`config.mk`:
```
export PLATFORM = sky130hd
export DESIGN_NAME = time_of_day_lamp_mode_sequencer_top
export DESIGN_NICKNAME = d
export VERILOG_FILES = /design/src/todlms_pkg.sv /design/src/time_of_day_lamp_mode_sequencer_top.sv
export SDC_FILE = /design/constraint.sdc
export NUM_CORES = 1
export LEC_CHECK = 0
export BUFFER_PORTS_ARGS = -buffer_cell sky130_fd_sc_hd__buf_2
export CAP_MARGIN = 5
export CORE_MARGIN = 4
export CORE_UTILIZATION = 45
export CTS_CLUSTER_SIZE = 12
export DETAILED_ROUTE_END_ITERATION = 8
export PLACE_DENSITY_LB_ADDON = 0.2
export SYNTH_ARGS = -nofsm -noshare
export SYNTH_HDL_FRONTEND = slang
export SYNTH_SLANG_ARGS = --single-unit
```
`constraint.sdc`:
```
create_clock -name clk -period 4.6 [get_ports clk]
set_input_delay 0.23 -clock clk [delete_from_list [all_inputs] [get_ports clk]]
set_output_delay 0.23 -clock clk [all_outputs]
set_load 0.1 [all_outputs]
```
`src/todlms_pkg.sv`:
```
// ----------------------------------------------------------------------------
// todlms_pkg
// Shared types and constants for the time-of-day lamp mode sequencer.
// ----------------------------------------------------------------------------
package todlms_pkg;

  // Field widths
  localparam int unsigned TimeWidth  = 17;
  localparam int unsigned TickWidth  = 16;
  localparam int unsigned ModeWidth  = 3;
  localparam int unsigned EdgesWidth = 3;
  localparam int unsigned IdxWidth   = 3;
  localparam int unsigned NumEdges   = 6;

  // Stream payload widths, padded to whole bytes
  localparam int unsigned InDataWidth  = 24;
  localparam int unsigned OutDataWidth = 8;

  // Countdown width default
  localparam int unsigned CountWidthDefault = 16;

  // Register reset values
  localparam logic [TimeWidth-1:0] FirstEdgeReset  = 17'd28800;
  localparam logic [TimeWidth-1:0] SecondEdgeReset = 17'd36000;
  localparam logic [TimeWidth-1:0] ThirdEdgeReset  = 17'd43200;
  localparam logic [TimeWidth-1:0] FourthEdgeReset = 17'd57600;
  localparam logic [TimeWidth-1:0] FifthEdgeReset  = 17'd64800;
  localparam logic [TimeWidth-1:0] SixthEdgeReset  = 17'd72000;
  localparam logic [TickWidth-1:0] ResetTicksReset = 16'd10000;
  localparam logic [TickWidth-1:0] PulseTicksReset = 16'd500;

  // Register indexes
  typedef enum logic [IdxWidth-1:0] {
    REG_FIRST_EDGE  = 3'd0,
    REG_SECOND_EDGE = 3'd1,
    REG_THIRD_EDGE  = 3'd2,
    REG_FOURTH_EDGE = 3'd3,
    REG_FIFTH_EDGE  = 3'd4,
    REG_SIXTH_EDGE  = 3'd5,
    REG_RESET_TICKS = 3'd6,
    REG_PULSE_TICKS = 3'd7
  } reg_idx_t;

  // Lamp modes
  typedef enum logic [ModeWidth-1:0] {
    MODE_OFF     = 3'd0,
    MODE_6K5     = 3'd1,
    MODE_4K0     = 3'd2,
    MODE_2K7     = 3'd3,
    MODE_UNKNOWN = 3'd4
  } mode_t;

  // Toggle counts per mode
  localparam logic [EdgesWidth-1:0] Edges6k5 = 3'd5;
  localparam logic [EdgesWidth-1:0] Edges4k0 = 3'd3;
  localparam logic [EdgesWidth-1:0] Edges2k7 = 3'd1;

  // Sequencer phases
  typedef enum logic [2:0] {
    PH_IDLE  = 3'b001,
    PH_RESET = 3'b010,
    PH_PULSE = 3'b100
  } phase_t;

endpackage

```
`src/time_of_day_lamp_mode_sequencer_top.sv`:
```
// ----------------------------------------------------------------------------
// time_of_day_lamp_mode_sequencer_top
// Maps the time of day to a lamp mode and drives the reset/pulse sequence.
// ----------------------------------------------------------------------------
// Channel   Direction  Handshake          Payload
// s_*       in         s_tvalid/s_tready  s_tdata: day_seconds
// m_*       out        m_tvalid/m_tready  m_tdata: switch_on, lamp_mode,
//                                                  mode_changed, busy_res
// cfg_*     in         cfg_valid/cfg_ready cfg_index, cfg_data
//
// One tick per cycle: the window compares and one countdown step sit between
// the state registers and the result register, so the result appears the
// cycle after the transfer. The result register frees as it is taken, so a
// stalled m side holds s_tready low only while a result still waits.
// rst clears the registers to their defaults, mode to unknown, sequencer idle.
// cfg_ready is always high.
// ----------------------------------------------------------------------------
module time_of_day_lamp_mode_sequencer_top #(
  parameter int unsigned COUNT_WIDTH = todlms_pkg::CountWidthDefault
) (
  input  logic                                clk,
  input  logic                                rst,
  // s_tdata: [16:0] day_seconds, [23:17] zero
  input  logic                                s_tvalid,
  output logic                                s_tready,
  input  logic [todlms_pkg::InDataWidth-1:0]  s_tdata,
  // m_tdata: [0] switch_on, [3:1] lamp_mode, [4] mode_changed, [5] busy_res,
  //          [7:6] zero
  output logic                                m_tvalid,
  input  logic                                m_tready,
  output logic [todlms_pkg::OutDataWidth-1:0] m_tdata,
  input  logic                                cfg_valid,
  output logic                                cfg_ready,
  input  logic [todlms_pkg::IdxWidth-1:0]     cfg_index,
  input  logic [todlms_pkg::TimeWidth-1:0]    cfg_data
);
  import todlms_pkg::*;

  localparam int unsigned CW = COUNT_WIDTH;

  // Configuration registers
  logic [TimeWidth-1:0] edge_reg [NumEdges];
  logic [TickWidth-1:0] reset_ticks;
  logic [TickWidth-1:0] pulse_ticks;

  // Sequencer state
  mode_t                 current_mode, current_mode_next;
  phase_t                phase, phase_next;
  logic [CW-1:0]         countdown, countdown_next;
  logic [EdgesWidth-1:0] edges_left, edges_left_next;
  logic                  switch_level, switch_level_next;
  logic                  changed_next;

  // Result register
  logic                  out_valid;
  logic [OutDataWidth-1:0] out_data;

  logic [TimeWidth-1:0]  day_seconds;
  logic                  in_xfer;
  mode_t                 mode_calc;
  logic [CW-1:0]         reset_load, pulse_load;
  logic [CW-1:0]         reset_masked, pulse_masked;
  logic [CW-1:0]         count_dec;

  assign cfg_ready   = 1'b1;
  assign day_seconds = s_tdata[TimeWidth-1:0];
  assign s_tready    = !out_valid || m_tready;
  assign in_xfer     = s_tvalid && s_tready;
  assign m_tvalid    = out_valid;
  assign m_tdata     = out_data;

  // Fit the 16-bit tick registers to the countdown width
  if (CW >= TickWidth) begin : g_wide
    assign reset_masked = CW'(reset_ticks);
    assign pulse_masked = CW'(pulse_ticks);
  end else begin : g_narrow
    assign reset_masked = reset_ticks[CW-1:0];
    assign pulse_masked = pulse_ticks[CW-1:0];
  end

  // A zero load counts as one
  assign reset_load = (reset_masked == '0) ? CW'(1) : reset_masked;
  assign pulse_load = (pulse_masked == '0) ? CW'(1) : pulse_masked;
  assign count_dec  = (countdown == '0) ? '0 : countdown - CW'(1);

  // Window lookup, first match wins
  always_comb begin
    priority if (day_seconds >= edge_reg[0] && day_seconds < edge_reg[1]) begin
      mode_calc = MODE_6K5;
    end else if (day_seconds >= edge_reg[1] && day_seconds < edge_reg[2]) begin
      mode_calc = MODE_4K0;
    end else if (day_seconds >= edge_reg[2] && day_seconds < edge_reg[3]) begin
      mode_calc = MODE_2K7;
    end else if (day_seconds >= edge_reg[3] && day_seconds < edge_reg[4]) begin
      mode_calc = MODE_4K0;
    end else if (day_seconds >= edge_reg[4] && day_seconds < edge_reg[5]) begin
      mode_calc = MODE_6K5;
    end else begin
      mode_calc = MODE_OFF;
    end
  end

  // Next state for one tick
  always_comb begin
    current_mode_next = current_mode;
    phase_next        = phase;
    countdown_next    = countdown;
    edges_left_next   = edges_left;
    switch_level_next = switch_level;
    changed_next      = 1'b0;
    unique case (phase)
      PH_IDLE: begin
        if (mode_calc != current_mode) begin
          current_mode_next = mode_calc;
          changed_next      = 1'b1;
          switch_level_next = 1'b0;
          if (mode_calc != MODE_OFF) begin
            phase_next     = PH_RESET;
            countdown_next = reset_load;
            unique case (mode_calc)
              MODE_6K5: edges_left_next = Edges6k5;
              MODE_4K0: edges_left_next = Edges4k0;
              default:  edges_left_next = Edges2k7;
            endcase
          end
        end
      end
      PH_RESET, PH_PULSE: begin
        countdown_next = count_dec;
        if (count_dec == '0) begin
          switch_level_next = !switch_level;
          edges_left_next   = (edges_left == '0) ? '0 : edges_left - EdgesWidth'(1);
          if (edges_left_next == '0) begin
            phase_next = PH_IDLE;
          end else begin
            phase_next     = PH_PULSE;
            countdown_next = pulse_load;
          end
        end
      end
      default: begin
        phase_next = PH_IDLE;
      end
    endcase
  end

  // Configuration writes
  always_ff @(posedge clk) begin
    if (rst) begin
      edge_reg[0] <= FirstEdgeReset;
      edge_reg[1] <= SecondEdgeReset;
      edge_reg[2] <= ThirdEdgeReset;
      edge_reg[3] <= FourthEdgeReset;
      edge_reg[4] <= FifthEdgeReset;
      edge_reg[5] <= SixthEdgeReset;
      reset_ticks <= ResetTicksReset;
      pulse_ticks <= PulseTicksReset;
    end else if (cfg_valid) begin
      unique case (reg_idx_t'(cfg_index))
        REG_FIRST_EDGE:  edge_reg[0] <= cfg_data;
        REG_SECOND_EDGE: edge_reg[1] <= cfg_data;
        REG_THIRD_EDGE:  edge_reg[2] <= cfg_data;
        REG_FOURTH_EDGE: edge_reg[3] <= cfg_data;
        REG_FIFTH_EDGE:  edge_reg[4] <= cfg_data;
        REG_SIXTH_EDGE:  edge_reg[5] <= cfg_data;
        REG_RESET_TICKS: reset_ticks <= cfg_data[TickWidth-1:0];
        REG_PULSE_TICKS: pulse_ticks <= cfg_data[TickWidth-1:0];
        default: ;
      endcase
    end
  end

  // Advance sequencer state on each input transfer
  always_ff @(posedge clk) begin
    if (rst) begin
      current_mode <= MODE_UNKNOWN;
      phase        <= PH_IDLE;
      countdown    <= '0;
      edges_left   <= '0;
      switch_level <= 1'b0;
    end else if (in_xfer) begin
      current_mode <= current_mode_next;
      phase        <= phase_next;
      countdown    <= countdown_next;
      edges_left   <= edges_left_next;
      switch_level <= switch_level_next;
    end
  end

  // Hold the result until the output transfer
  always_ff @(posedge clk) begin
    if (rst) begin
      out_valid <= 1'b0;
    end else if (in_xfer) begin
      out_valid <= 1'b1;
    end else if (m_tready) begin
      out_valid <= 1'b0;
    end
  end

  always_ff @(posedge clk) begin
    if (in_xfer) begin
      out_data <= {2'b00, (phase_next != PH_IDLE), changed_next,
                   current_mode_next, switch_level_next};
    end
  end

endmodule

```
==> results of run 1 <==
## placed cells by master, fill, tap and decap left out, drive strengths merged, types with 30 or more instances in the layout
cell type / n
dfxtp: 59
nor2: 60
inv: 115
and2: 73
nand2: 110
buf: 63
edfxtp: 108
nand3: 30
ha: 104
a21oi: 70
## power by group through the flow
stage	Combinational, mW	Sequential (mW)	Clock (mW)
2_1_floorplan	0.630	1.83	0
3_3_place_gp	0.906	1.78	0
3_5_place_dp	0.916	1.78	0
4_1_cts	0.920	1.75	1.49
5_1_grt	1.03	1.76	1.55
6_report	0.914	1.75	1.47
## cells by family after synthesis
group	share of synthesized area, %
flip-flops	44.6
AO/OA/AOI/OAI	11.4
multiplexers	2.38
other	0.0757
buffers and inverters	6.04
adder cells (fa/ha/maj)	13.1
XOR/XNOR	0.795
AND/OR/NAND/NOR	21.5
## path summary, 6_finish.rpt
kind | from | end | slack [ps] | depth (start not counted)
worst max-delay path | countdown[0] | countdown[12] | 920 | 12
worst min register to register | current_mode[2] | current_mode[2] | 470 | 2
worst max register to register | countdown[0] | countdown[12] | 920 | 12
worst min-delay path | s_tvalid | m_tvalid | 50 | 3
## final cells by class
cell class | instances | area (um^2)
fill | 2032 | 10700
multi-input combinational | 721 | 4920
sequential | 167 | 4420
clock buffer | 24 | 472
inverter | 113 | 424
timing repair buffer | 63 | 350
tap | 280 | 350
clock inverter | 8 | 120
## worst max-delay path: stages (launching register included)
cell     delay [ps]
dfxtp_1         360
inv_1            90
ha_1            230
nor3b_1         500
nand3_1         300
nor2_1          190
mux2i_1         290
nand3_1         190
or4_4           620
nor2_8          260
nand2_1          90
a311o_1         380
mux2i_1         120
## synth_stat cells (3+ instances only)
master	number	share of area [%]
a21o_1	16	1.2
o211ai_1	7	0.53
nor4_1	13	0.82
nand2b_1	28	1.8
or2_2	7	0.44
o31ai_1	7	0.53
mux2_2	5	0.57
a31oi_1	8	0.50
a311o_1	4	0.40
nor3b_1	3	0.23
nand2_1	110	4.2
nand4_1	17	1.1
nor3_1	16	0.81
and2_1	73	4.6
mux2_1	4	0.45
a211oi_1	17	1.3
mux2i_1	12	1.2
nand3_1	30	1.5
nand3b_1	3	0.23
nor2_1	59	2.2
dfxtp_1	59	12
xnor2_1	6	0.53
a211o_1	5	0.44
clkbuf_1	29	1.1
inv_1	113	4.3
edfxtp_1	108	33
buf_4	5	0.38
or3_1	17	1.1
a21oi_1	70	3.5
nor2b_1	11	0.69
and4_1	3	0.26
xor2_1	3	0.26
ha_1	104	13
o21ai_0	22	1.1
## through the flow
stage / cell area [um^2] / power [mW] / hold WS [ps] / setup WS [ps] / instances
global placement: 10500 / 2.68 / 455 / 893 / 1344
finish: 11100 / 4.14 / 48.2 / 921 / 1376
CTS: 11100 / 4.16 / 38.4 / 899 / 1376
global route: 11100 / 4.34 / 58.8 / 589 / 1376
detailed placement: 10500 / 2.70 / 461 / 876 / 1344
floorplan: 9920 / 2.46 / 354 / 1150 / 1040
## metal layers
metal	share of wire [%]	global-route usage (%)
met5	0	0
met4	2.3	6.20
met3	4.3	3.10
met2	48	33.5
met1	45	27.8
==> impl_metrics.tcl, run 1 <==
set metrics [dict create \
    cts-hold-fix-buffers 0 \
    finalSetupViolations 0 \
    p_sw_share_pct 29.7 \
    postRouteAntennaNets 0 \
    clkPwrFrac_pct 35.6 \
    max_freq_mhz 272 \
    largest_reg_flops 102 \
    coreArea_um2 21800 \
    fin_setup_tns_ps 0 \
    drv_slew 0 \
    initial_core_util_pct 45.6 \
    hold_class "in2reg" \
    grt_use_total_pct 20.3 \
    rows 54 \
    cts_tree "yes" \
    p_int_mw 2.91 \
    finalCritPeriodShare_pct 80.0 \
    seq_area_frac_synth_pct 44.6 \
    io_buffer_count 49 \
    grt_max_degree 54 \
    synth-edff-count 108 \
    p_seq_share_pct 42.3 \
    yosys_register_bits 167 \
    dp_hpwl_um 17500 \
    root_buffer "clkbuf_16" \
    worst_ir_drop_vdd_v 0.000242 \
    dr_total_vias 7423 \
    cts_sinks 167 \
    critPathLaunchType "flip-flop" \
    end_kind "flip-flop" \
    period_needed_ps 3680 \
    gr-total-overflow 0 \
    status "completed" \
    netlist_area_um2 9920 \
    finish.utilization_pct 50.8 \
    h-tree-depth 4 \
    hold_violations 0 \
    die_area_um2 24500 \
    p_leak_nw 4.80 \
    relSlewSlack_pct 20.7 \
    skew_ps 11.6 \
    max_cap_viol_count 0 \
    grt_setup_unrepaired "no" \
    worst-setup-path-type "reg2reg" \
    pwr-share-comb_pct 22.1 \
    drc 0 \
    vias_per_cell 5.39 \
    die_h_um 156 \
    required_ps 4960 \
    diodes 0 \
    yosysWarnings 0 \
    routed_wl_um 24200 \
    grt_first_pass_wirelength_um 38700 \
    clk_latency_ps 430 \
    cts_buffer_depth 2 \
    cts_setup_buffers 0 \
    layout-drive-gt1-share_pct 10.8 \
    drt_first_pass_iters 5 \
    post_cts.resized_instances 0 \
    syn_area_per_cell_um2 9.55 \
    switchingPower_mw 1.23 \
    drt_iter0_markers 536 \
    ys_types 68 \
    area_growth_pct 11.5 \
    syn_inst 1039 \
    worst_pin_slew_ps 1180 \
    grt_pass1_vias 7061 \
    path_clk_slew_ps 60 \
    layout.nets 1236 \
    io_pins 60 \
    path_max_fanout 16 \
    routedWlPerCell_um 17.6 \
    worst_ep_arrival_time_ps 4040 \
    synthFlopType "edfxtp_1" \
    synthArstFlopShare_pct 0 \
    antenna_found_initial 0 \
    powerDensity_nw_per_um2 374 \
    cts_made_buffers 17 \
    gp_congestion 0.807 \
    die_w_um 156 \
]
(Power assumes the default switching activity.)
==> run 2, diff against run 1 <==
Clock period 4.6 ns to 3.55 ns, I/O delays scaled along.
==> run 2 against run 1 <==
  * Clock skew fell by 4.3 ps
  * Flip-flop and latch count unchanged
  * Hold slack improved by 8.7 ps
  * Register-to-register slack got worse by 840 ps
  * Utilization rose by 1.8 points
==> impl_metrics.tcl, run 2 (synthesis gave the netlist of run 1 again) <==
set metrics [dict create \
    layout-drive-gt1-share_pct 14.6 \
    dpl_cell_area_um2 10600 \
    crit_buf_inv 5 \
    finalCritPeriodShare_pct 97.8 \
    io_buffer_count 49 \
    cts_made_buffers 17 \
    cp_num_cells 15 \
    antenna_found_initial 0 \
    max_cap_viol_count 0 \
    drv_slew 0 \
    period_needed_ps 3470 \
    regToRegStartpoint "edge_reg[1][12]" \
    grt_pass1_vias 7429 \
    largest_reg_flops 102 \
    final_common_cell "inv_1" \
    slowest_stage "a221o_1" \
    area_growth_pct 15.5 \
    dp_hpwl_um 18300 \
    rows 54 \
    drt_iter0_markers 516 \
    die_w_um 156 \
    coreArea_um2 21800 \
    grt_max_degree 54 \
    drt_first_pass_iters 5 \
    critPathLaunchType "flip-flop" \
    switchingPower_mw 1.65 \
    postRouteAntennaNets 0 \
    fin_cells 1410 \
    dp_cells 1366 \
    worst_ir_drop_vdd_v 0.000357 \
    path_clk_slew_ps 70 \
    status "completed" \
    fillers 1967 \
    skew_ps 7.26 \
    die_h_um 156 \
    p_leak_nw 5.00 \
    finalSetupViolations 0 \
    root_buffer "clkbuf_16" \
    worst_ep_arrival_time_ps 3790 \
    cts_tree "yes" \
    gp_congestion 0.905 \
    required_ps 3870 \
    design_area_um2 11500 \
    grt_first_pass_wirelength_um 39700 \
    p_sw_share_pct 29.8 \
    pre_cts_ws_ps 11.8 \
    dr_total_vias 7766 \
    max_freq_mhz 288 \
    die_area_um2 24500 \
    powerDensity_nw_per_um2 484 \
    cp-startpoint "edge_reg[1][12]" \
    relSlewSlack_pct 23.9 \
    h-tree-depth 4 \
    routedWlPerCell_um 17.9 \
    cp_top_family "compound AO/OA/AOI/OAI gates" \
    worst-setup-path-type "reg2reg" \
    p_int_mw 3.89 \
    crit_chain "inv_1 -> ha_1 -> nand4_1 -> nor4_2 -> buf_4 -> nor3b_1 -> buf_4 -> o211ai_1 -> buf_4 -> a21oi_4 -> a31o_2 -> nor3_4 -> a221o_1 -> clkbuf_16 -> mux2_1" \
    drc 0 \
    worst_pin_slew_ps 1140 \
    io_pins 60 \
    clkPwrFrac_pct 35.0 \
    critical_path.endpoint "countdown[9]" \
    r2r_slack_ps 80 \
    layout.nets 1270 \
    grt_use_total_pct 21.0 \
    slowest_delay_ps 420 \
    cts_sinks 167 \
    initial_core_util_pct 45.6 \
    vias_per_cell 5.51 \
    p_seq_share_pct 40.9 \
    end_kind "flip-flop" \
    final_cell_mix "inv_1 (112), nand2_1 (110), edfxtp_1 (108), ha_1 (103), and2_1 (73)" \
    clk_latency_ps 430 \
    cp_common_cell "buf_4" \
    path_max_fanout 6 \
    reg2regPathDepth 15 \
    cts_buffer_depth 2 \
    diodes 0 \
    rr_endpoint "countdown[9]" \
    setup_ws_ps 77.7 \
    hold_class "in2reg" \
    gr-total-overflow 0 \
    routed_wl_um 25300 \
    pwr-share-comb_pct 24.1 \
    hold_violations 0 \
]
[run 2: worst min-delay path: cells and delay by family]
kind / cells / cell delay (ps)
AOI/OAI and AO/OA: 1 / 70
buffers and inverters: 1 / 70
and+or+nand+nor: 1 / 120
[run 2: power groups by stage]
stage | clock network [mW] | logic [mW] | registers, mW
final | 1.94 | 1.33 | 2.27
after global routing | 2.06 | 1.48 | 2.28
after CTS | 1.96 | 1.26 | 2.27
after detailed placement | 0 | 1.25 | 2.31
after global placement | 0 | 1.23 | 2.30
after floorplan | 0 | 0.816 | 2.37
[run 2: timing repair]
| item | 4_1_cts | 5_1_grt |
|---|---|---|
| pin swaps | 3 | 10 |
| gates resized for setup | 1 | 15 |
| setup buffers | 0 | 10 |
| gates cloned | 0 | 1 |
| setup endpoints to repair | 6 | 16 |
| hold buffers | 1 | 0 |
| endpoints found under the hold margin | 1 | 0 |
[run 2: stage by stage]
step                      util [%]  hold WS [ps]  setup TNS (ps)  power (mW)
after global placement        48.9           428               0        3.54
after global routing          52.7          81.6            -408        5.81
after floorplan                  -           301               0        3.19
final                         52.7          56.9               0        5.54
after detailed placement      48.9           436               0        3.56
after CTS                     51.8          43.2               0        5.49
[run 2: layer usage]
metal  track usage, %  up-vias  routed length (um)
met1             27.8     3752               11300
li1                 -     3804                   -
met2             35.3      163               12500
met5                0        -                   0
met3             3.29       47                 939
met4             6.61        0                 595
[run 2: layout make-up]
type / instances / area (um^2) / share of cell area (%)
multi-input cells: 721 / 5010 / 43.7
clock buffers: 18 / 429 / 3.75
repair buffers: 97 / 638 / 5.57
clock inverters: 14 / 183 / 1.59
well taps: 280 / 350 / 3.06
inverters: 113 / 424 / 3.70
flip-flops and latches: 167 / 4420 / 38.6
[run 2: how the worst min path moves through the flow]
| stage | slack [ps] | startpoint | endpoint | cells past startpoint |
|---|---|---|---|---|
| finish | 60 | m_tready | m_tvalid | 3 |
| global route | 80 | m_tready | m_tvalid | 3 |
| CTS | 40 | m_tready | m_tvalid | 3 |
| detailed placement | 440 | s_tvalid | m_tvalid | 3 |
| global placement | 430 | s_tvalid | m_tvalid | 3 |
| floorplan | 300 | cfg_data[2] | pulse_masked[2] | 2 |
==> run 3, diff against run 2 <==
Settings changed: CORE_MARGIN 4 to default.
==> run 3 against run 2 <==
  * Fmax rose by 1.7%
  * Sequential share of layout area rose by 0.72 points
  * First-iteration DRC count is 5.4% higher
  * Non-clock buffer count down 10
  * Sequential power about the same
  * Clock-buffer cell count stayed put
  * Total power fell by 3.8%
  * Clock skew rose by 1.0 ps
  * Via count down 2.3%
  * Cell count fell by 0.99%
==> impl_metrics.tcl, run 3 (synthesis gave the netlist of run 1 again) <==
set metrics [dict create \
    cp_top_family "compound AO/OA/AOI/OAI gates" \
    grt_pass1_vias 7101 \
    coreArea_um2 21300 \
    initial_core_util_pct 46.6 \
    dp_hpwl_um 17900 \
    crit_chain "inv_1 -> ha_1 -> a211oi_1 -> o221ai_1 -> a211oi_1 -> o21ai_1 -> o211ai_1 -> and3_4 -> mux2_2 -> nor3_4 -> a221o_1 -> buf_12 -> mux2_2" \
    design_area_um2 11200 \
    routed_wl_um 25400 \
    p_leak_nw 4.89 \
    relSlewSlack_pct 28.8 \
    fin_setup_tns_ps 0 \
    powerDensity_nw_per_um2 474 \
    dr_total_vias 7588 \
    layout-drive-gt1-share_pct 13.2 \
    drt_first_pass_iters 5 \
    antenna_found_initial 0 \
    drv_slew 0 \
    final_cell_mix "inv_1 (113), nand2_1 (110), edfxtp_1 (108), ha_1 (104), and2_1 (73)" \
    h-tree-depth 4 \
    finalSetupViolations 0 \
    path_clk_slew_ps 60 \
    cts_tree "yes" \
    max_cap_viol_count 0 \
    diodes 0 \
    rows 53 \
    slowest_delay_ps 370 \
    largest_reg_flops 102 \
    postRouteAntennaNets 0 \
    status "completed" \
    drt_iter0_markers 544 \
    die_h_um 150 \
    final_common_cell "inv_1" \
    vias_per_cell 5.44 \
    slowest_stage "edfxtp_1" \
    holdWs_ps 56.0 \
    die_area_um2 22600 \
    routedWlPerCell_um 18.2 \
    die_w_um 150 \
    dpl_cell_area_um2 10600 \
    area_growth_pct 13.4 \
    root_buffer "clkbuf_16" \
    hold_violations 0 \
    end_kind "flip-flop" \
    max_freq_mhz 293 \
    grt_setup_unrepaired "no" \
    finalCritPeriodShare_pct 96.1 \
    skew_ps 8.30 \
    total_power_mw 5.33 \
    crit_buf_inv 2 \
    worst-setup-path-type "reg2reg" \
    worst_ep_arrival_time_ps 3730 \
    clk_latency_ps 430 \
    grt_first_pass_wirelength_um 38700 \
    hold_class "in2reg" \
    required_ps 3870 \
    grt_max_degree 54 \
    gr-total-overflow 0 \
    cts_sinks 167 \
    period_needed_ps 3410 \
    fin_cells 1396 \
    cts_made_buffers 17 \
    layout.nets 1261 \
    grt_use_total_pct 23.2 \
    finish.utilization_pct 52.8 \
    worst_ir_drop_vdd_v 0.000362 \
    setup_ws_ps 137 \
    io_buffer_count 49 \
    drc 0 \
    pre_cts_ws_ps 148 \
    dp_cells 1350 \
    gp_congestion 0.861 \
    io_pins 60 \
    critPathLaunchType "flip-flop" \
    path_max_fanout 16 \
    cts_buffer_depth 2 \
    worst_pin_slew_ps 1070 \
]
## run 3: per-layer routing
metal  vias up  track usage, %  routed length [um]
met4         0            6.87                 437
met3        30            4.36                1460
met5         -               0                   0
li1       3794               -                   -
met2       187            37.6               11700
met1      3577            31.4               11800
## run 3: area by class of cell
| type | instances | area, um^2 |
|---|---|---|
| fill | 1934 | 10000 |
| timing repair buffer | 87 | 546 |
| inverter | 113 | 424 |
| multi-input combinational | 722 | 4970 |
| tap | 275 | 344 |
| sequential | 167 | 4420 |
| clock buffer | 18 | 429 |
| clock inverter | 14 | 110 |
## run 3: repair_timing
item | 4_1_cts | 5_1_grt
hold buffers | 1 | 0
setup endpoints to repair | 0 | 15
endpoints found under the hold margin | 1 | 0
setup buffers | 0 | 12
resized for setup | 0 | 6
## run 3: worst reg2reg max path: stages, from the launching register on
cell and delay (ps):
edfxtp_1 370, inv_1 60, ha_1 230, a211oi_1 250, o221ai_1 180, a211oi_1 260
o21ai_1 140, o211ai_1 280, and3_4 250, mux2_2 350, nor3_4 200, a221o_1 230
buf_12 170, mux2_2 340
## run 3: power by group
| group | total [mW] | switching [mW] | internal (mW) |
|---|---|---|---|
| Sequential | 2.26 | 0.0634 | 2.20 |
| Clock | 1.73 | 0.777 | 0.954 |
| Combinational | 1.34 | 0.829 | 0.507 |
## run 3: path summary, 6_finish.rpt
| check | end | depth (start not counted) | slack [ps] | start |
|---|---|---|---|---|
| max | countdown[7] | 13 | 140 | edge_reg[1][2] |
| min reg2reg | pulse_masked[0] | 2 | 480 | pulse_masked[0] |
| max reg2reg | countdown[7] | 13 | 140 | edge_reg[1][2] |
| min | m_tvalid | 3 | 60 | m_tready |
